### src/design/rpp2d_pkg.sv
// package: shared constants, register indexes and unit-vector helpers
`timescale 1ns / 1ps
`default_nettype none

package rpp2d_pkg;

    localparam int UNIT_W          = 16;
    localparam int UNIT_FRAC       = 14;
    localparam int Q_FRAC          = 16;
    localparam int ROT_W           = 3 * UNIT_W;
    localparam int CFG_IDX_W       = 3;
    localparam int CFG_DATA_W      = 48;
    localparam int PROD_LIMIT_BITS = 63;
    localparam longint SENTINEL_MAG = 64'sd6553600;
    localparam logic [ROT_W-1:0] NORMAL_RESET = 48'd16384;

    localparam logic CMD_POINT = 1'b0;
    localparam logic CMD_DIR   = 1'b1;

    typedef enum logic [CFG_IDX_W-1:0] {
        REG_PLANE_NORMAL   = 3'd0,
        REG_PLANE_OFFSET   = 3'd1,
        REG_U_ROW_ROTATION = 3'd2,
        REG_U_ROW_OFFSET   = 3'd3,
        REG_V_ROW_ROTATION = 3'd4,
        REG_V_ROW_OFFSET   = 3'd5
    } cfg_reg_t;

    typedef enum logic [1:0] {
        AXIS_X = 2'd0,
        AXIS_Y = 2'd1,
        AXIS_Z = 2'd2
    } axis_t;

    function automatic logic signed [UNIT_W-1:0] unit_at(input logic [ROT_W-1:0] packed_v,
                                                         input axis_t axis);
        logic signed [UNIT_W-1:0] res;
        case (axis)
            AXIS_X:  res = packed_v[3*UNIT_W-1:2*UNIT_W];
            AXIS_Y:  res = packed_v[2*UNIT_W-1:UNIT_W];
            AXIS_Z:  res = packed_v[UNIT_W-1:0];
            default: res = '0;
        endcase
        return res;
    endfunction

    function automatic axis_t axis_of(input int i);
        axis_t res;
        case (i)
            0:       res = AXIS_X;
            1:       res = AXIS_Y;
            default: res = AXIS_Z;
        endcase
        return res;
    endfunction

endpackage

`default_nettype wire

### src/design/rpp2d_queue.sv
// two-entry queue between front and back end
`timescale 1ns / 1ps
`default_nettype none

module rpp2d_queue
    import rpp2d_pkg::*;
#(
    parameter int DATA_W = 267
)
(
    input  wire logic              clk,
    input  wire logic              rst_n,
    input  wire logic              in_valid,
    output logic                   in_ready,
    input  wire logic [DATA_W-1:0] in_data,
    output logic                   out_valid,
    input  wire logic              out_ready,
    output logic [DATA_W-1:0]      out_data
);

    logic [DATA_W-1:0] mem [2];
    logic              wr_ptr_reg, rd_ptr_reg;
    logic [1:0]        count_reg;
    logic [1:0]        count_next;
    logic              push, pop;

    assign in_ready  = (count_reg != 2'd2);
    assign out_valid = (count_reg != 2'd0);
    assign out_data  = mem[rd_ptr_reg];
    assign push      = in_valid && in_ready;
    assign pop       = out_valid && out_ready;

    always_comb
    begin
        count_next = count_reg;
        if (push && !pop)
            count_next = count_reg + 2'd1;
        else if (pop && !push)
            count_next = count_reg - 2'd1;
    end

    always_ff @(posedge clk or negedge rst_n)
    begin
        if (!rst_n)
        begin
            wr_ptr_reg <= 1'b0;
            rd_ptr_reg <= 1'b0;
            count_reg  <= 2'd0;
        end
        else
        begin
            count_reg <= count_next;
            if (push)
                wr_ptr_reg <= !wr_ptr_reg;
            if (pop)
                rd_ptr_reg <= !rd_ptr_reg;
        end
    end

    always_ff @(posedge clk)
    begin
        if (push)
            mem[wr_ptr_reg] <= in_data;
    end

endmodule

`default_nettype wire

### config.mk
export PLATFORM = sky130hd
export DESIGN_NAME = rpp2d_queue
export DESIGN_NICKNAME = d
export VERILOG_FILES = /design/src/design/rpp2d_pkg.sv /design/src/design/rpp2d_queue.sv
export SDC_FILE = /design/constraint.sdc
export NUM_CORES = 1
export LEC_CHECK = 0
export ABC_AREA = 0
export BUFFER_PORTS_ARGS = -buffer_cell sky130_fd_sc_hd__buf_2
export CAP_MARGIN = 20
export CORE_ASPECT_RATIO = 1.2
export CORE_MARGIN = 1.5
export CORE_UTILIZATION = 44
export DETAILED_ROUTE_END_ITERATION = 12
export PLACE_DENSITY_LB_ADDON = 0.05
export SLEW_MARGIN = 20
export SYNTH_ARGS = -nofsm -noshare
export SYNTH_HDL_FRONTEND = slang
export SYNTH_SLANG_ARGS = --single-unit
export TNS_END_PERCENT = 10
### constraint.sdc
create_clock -name clk -period 14.1 [get_ports clk]
set_input_delay 1.41 -clock clk [delete_from_list [all_inputs] [get_ports clk]]
set_output_delay 1.41 -clock clk [all_outputs]
set_load 0.1 [all_outputs]
==> flow_metrics.env <==
export IMPL_hold_class="reg -> reg"
export IMPL_postCtsSetupBuffers=0
export IMPL_clk_pin_slew_worst_paths_ns=0.06
export IMPL_multi_input_area_um2=3860
export IMPL_synth_area_um2=20300
export IMPL_route_detailed_drc=0
export IMPL_ant_nets=0
export IMPL_cp_start_kind="register"
export IMPL_dr_pass1_iters=4
export IMPL_initial_utilization_pct=44.4
export IMPL_h_tree_depth=2
export IMPL_yosysSeqAreaShare_pct=79.5
export IMPL_synth_top_family_by_area="multiplexers"
export IMPL_path_max_fanout=138
export IMPL_largest_reg_flops=534
export IMPL_ff2ff_path_depth=5
export IMPL_dieArea_um2=47400
export IMPL_clk_latency_ns=0.60
export IMPL_grt_ovfl_total=0
export IMPL_place_port_buffers=539
export IMPL_worstSetupStartpoint="rd_ptr_reg$_DFFE_PN0P_"
export IMPL_synthCells=849
export IMPL_worst_pin_slew_ns=1.09
export IMPL_place_inst=1983
export IMPL_hold_slack_ns=0.489
export IMPL_reg2reg_slack_ns=11.32
export IMPL_grt_pass1_wl_um=63000
export IMPL_finalHoldViolCount=0
export IMPL_ys_warn_count=0
export IMPL_cts_sinks=538
export IMPL_synth_xor_area_share_pct=0.216
export IMPL_r2r_end="mem[0][31]$_DFFE_PP_"
export IMPL_numCtsBuffers=54
export IMPL_synthAdderAreaFrac_pct=0.0616
export IMPL_nets=1695
export IMPL_finalClockSkew_ns=0.0116
export IMPL_max_slew_margin_pct=27.5
export IMPL_vias=9971
export IMPL_grt_max_degree=163
export IMPL_ys_types=15
export IMPL_rsz0062_at_grt="no"
export IMPL_tritoncts="yes"
export IMPL_wl_per_cell_um=21.6
export IMPL_drv_slew=0
export IMPL_hold_buffers=0
export IMPL_rows=86
export IMPL_synth_area_top_cells="edfxtp_1 (79%), mux2_4 (15%), mux2_2 (3.7%)"
export IMPL_fin_setup_tns_ns=0
export IMPL_synth_fp_nets=1121
export IMPL_max_freq_ghz=0.210
export IMPL_final_cells=2091
export IMPL_synthMuxAreaShare_pct=18.5
export IMPL_fin_crit_sh_pct=33.8
export IMPL_crit_arrival_ns=3.36
export IMPL_synth_compound_gate_area_share_pct=0
export IMPL_seq_area_um2=16100
export IMPL_core_um2=45700
export IMPL_crit_type="reg -> out"
export IMPL_dpl_hpwl_um=30200
export IMPL_finalSetupViolations=0
export IMPL_drv_cap=0
export IMPL_synth_area_leader_cell="edfxtp_1"
export IMPL_yosysTopAreaCellShare_pct=79.0
export IMPL_dieHeight_um=238
export IMPL_dr_first_iter_drc_count=460
export IMPL_antenna_found_initial=22
export IMPL_grt_total_usage_pct=18.4
export IMPL_setup_worst_path_end="out_data[150]"
export IMPL_critPathRequiredTime_ns=12.69
export IMPL_vias_per_cell=4.77
export IMPL_yosys_area_share_simple_pct=0.166
export IMPL_ctsRootBufferMaster="clkbuf_16"
export IMPL_synthToLayoutAreaGrowth_pct=24.3
export IMPL_fillCellCount=3692
export IMPL_period_needed_ns=4.77
export IMPL_top_level_ports=540
export IMPL_cts_resized=0
export IMPL_status="complete, no violations"
export IMPL_gp_congestion=0.745
export IMPL_ys_ff_latch=538
export IMPL_ctsLongestPathBuffers=3
export IMPL_drive_gt1_share_pct=60.7
export IMPL_grt_pass1_vias=10200
export IMPL_r2r_start="count_reg[0]$_DFFE_PN0P_"
export IMPL_die_width_um=199
export IMPL_end_kind="primary output"
export IMPL_drt_total_wl_um=45100
export IMPL_syn_avg_cell_area_um2=23.9
==> worst min-delay path by stage <==
stage / slack, ns / cells past startpoint / end / from
finish: 0.49 / 1 / count_reg[1]$_DFFE_PN0P_ / count_reg[1]$_DFFE_PN0P_
global route: 0.51 / 1 / count_reg[1]$_DFFE_PN0P_ / count_reg[1]$_DFFE_PN0P_
CTS: 0.49 / 1 / count_reg[1]$_DFFE_PN0P_ / count_reg[1]$_DFFE_PN0P_
detailed placement: 0.48 / 1 / count_reg[1]$_DFFE_PN0P_ / count_reg[1]$_DFFE_PN0P_
global placement: 0.49 / 1 / count_reg[1]$_DFFE_PN0P_ / count_reg[1]$_DFFE_PN0P_
floorplan: 0.46 / 1 / count_reg[1]$_DFFE_PN0P_ / count_reg[1]$_DFFE_PN0P_
==> synthesized netlist by cell type <==
library cell,instances
dfrtp_1,4
xnor2_1,3
xor2_1,2
nand2b_1,1
nor2_1,2
or2_2,1
and3_1,1
mux2_4,201
ha_1,1
edfxtp_1,534
buf_6,26
mux2_2,66
nand2_1,2
buf_2,4
inv_1,1
==> layout by cell type (no fill, tap or decap) <==
cell / synthesis / layout
clkinv_1: 0 / 14
nor2_4: 0 / 1
dfrtp_1: 4 / 3
xor2_1: 2 / 2
diode_2: 0 / 12
xnor2_1: 3 / 3
and3_4: 0 / 1
or2_2: 1 / 1
clkbuf_16: 0 / 55
inv_6: 0 / 1
inv_1: 1 / 1
dfrtp_4: 0 / 1
bufinv_16: 0 / 3
clkinv_2: 0 / 9
buf_12: 0 / 2
mux2_4: 201 / 201
clkinvlp_4: 0 / 1
buf_6: 26 / 2
ha_1: 1 / 1
clkbuf_1: 0 / 13
mux2_2: 66 / 66
buf_4: 0 / 5
edfxtp_1: 534 / 534
nor2_1: 2 / 1
buf_2: 4 / 539
nand2_1: 2 / 2
nand2b_1: 1 / 1
==> layout make-up <==
type	count	share of cell area, %
Sequential cell	538	64.0
Multi-Input combinational cell	280	15.3
Timing Repair Buffer	548	11.1
Clock buffer	68	5.65
Tap cell	616	3.05
Clock inverter	28	0.808
Antenna cell	12	0.119
Inverter	1	0.0149
==> worst max-delay path: stages (launching register included) <==
cell and delay, ns:
dfrtp_4 0.98, buf_12 0.70, mux2_4 0.31, buf_2 0.44
==> cells by family (layout without fill, tap and decap cells) <==
logic type    Yosys count  count (layout)
xor+xnor                5               5
fa+ha+maj               1               1
buf+inv                31             645
flops                 538             538
mux                   267             267
other cells             0              12
simple gates            7               7
==> metrics by stage <==
step / util, % / instance area [µm²] / worst slack [ns]
2_1_floorplan: - / 20300 / 0.576
3_3_place_gp: 51.5 / 23600 / 9.99
3_5_place_dp: 51.5 / 23600 / 10.00
4_1_cts: 55.1 / 25200 / 9.35
5_1_grt: 55.1 / 25200 / 9.24
6_report: 55.2 / 25200 / 9.33
==> layer usage <==
metal,vias up,wire length [µm],track usage [%]
met5,-,166,0
met1,4885,16000,19.8
li1,4559,-,-
met4,28,1550,7.78
met2,386,22400,30.6
met3,113,4930,8.88
Power is left out: the tool's default activity adds up to more than one toggle a clock period on the data nets, which glitch-free logic cannot reach.
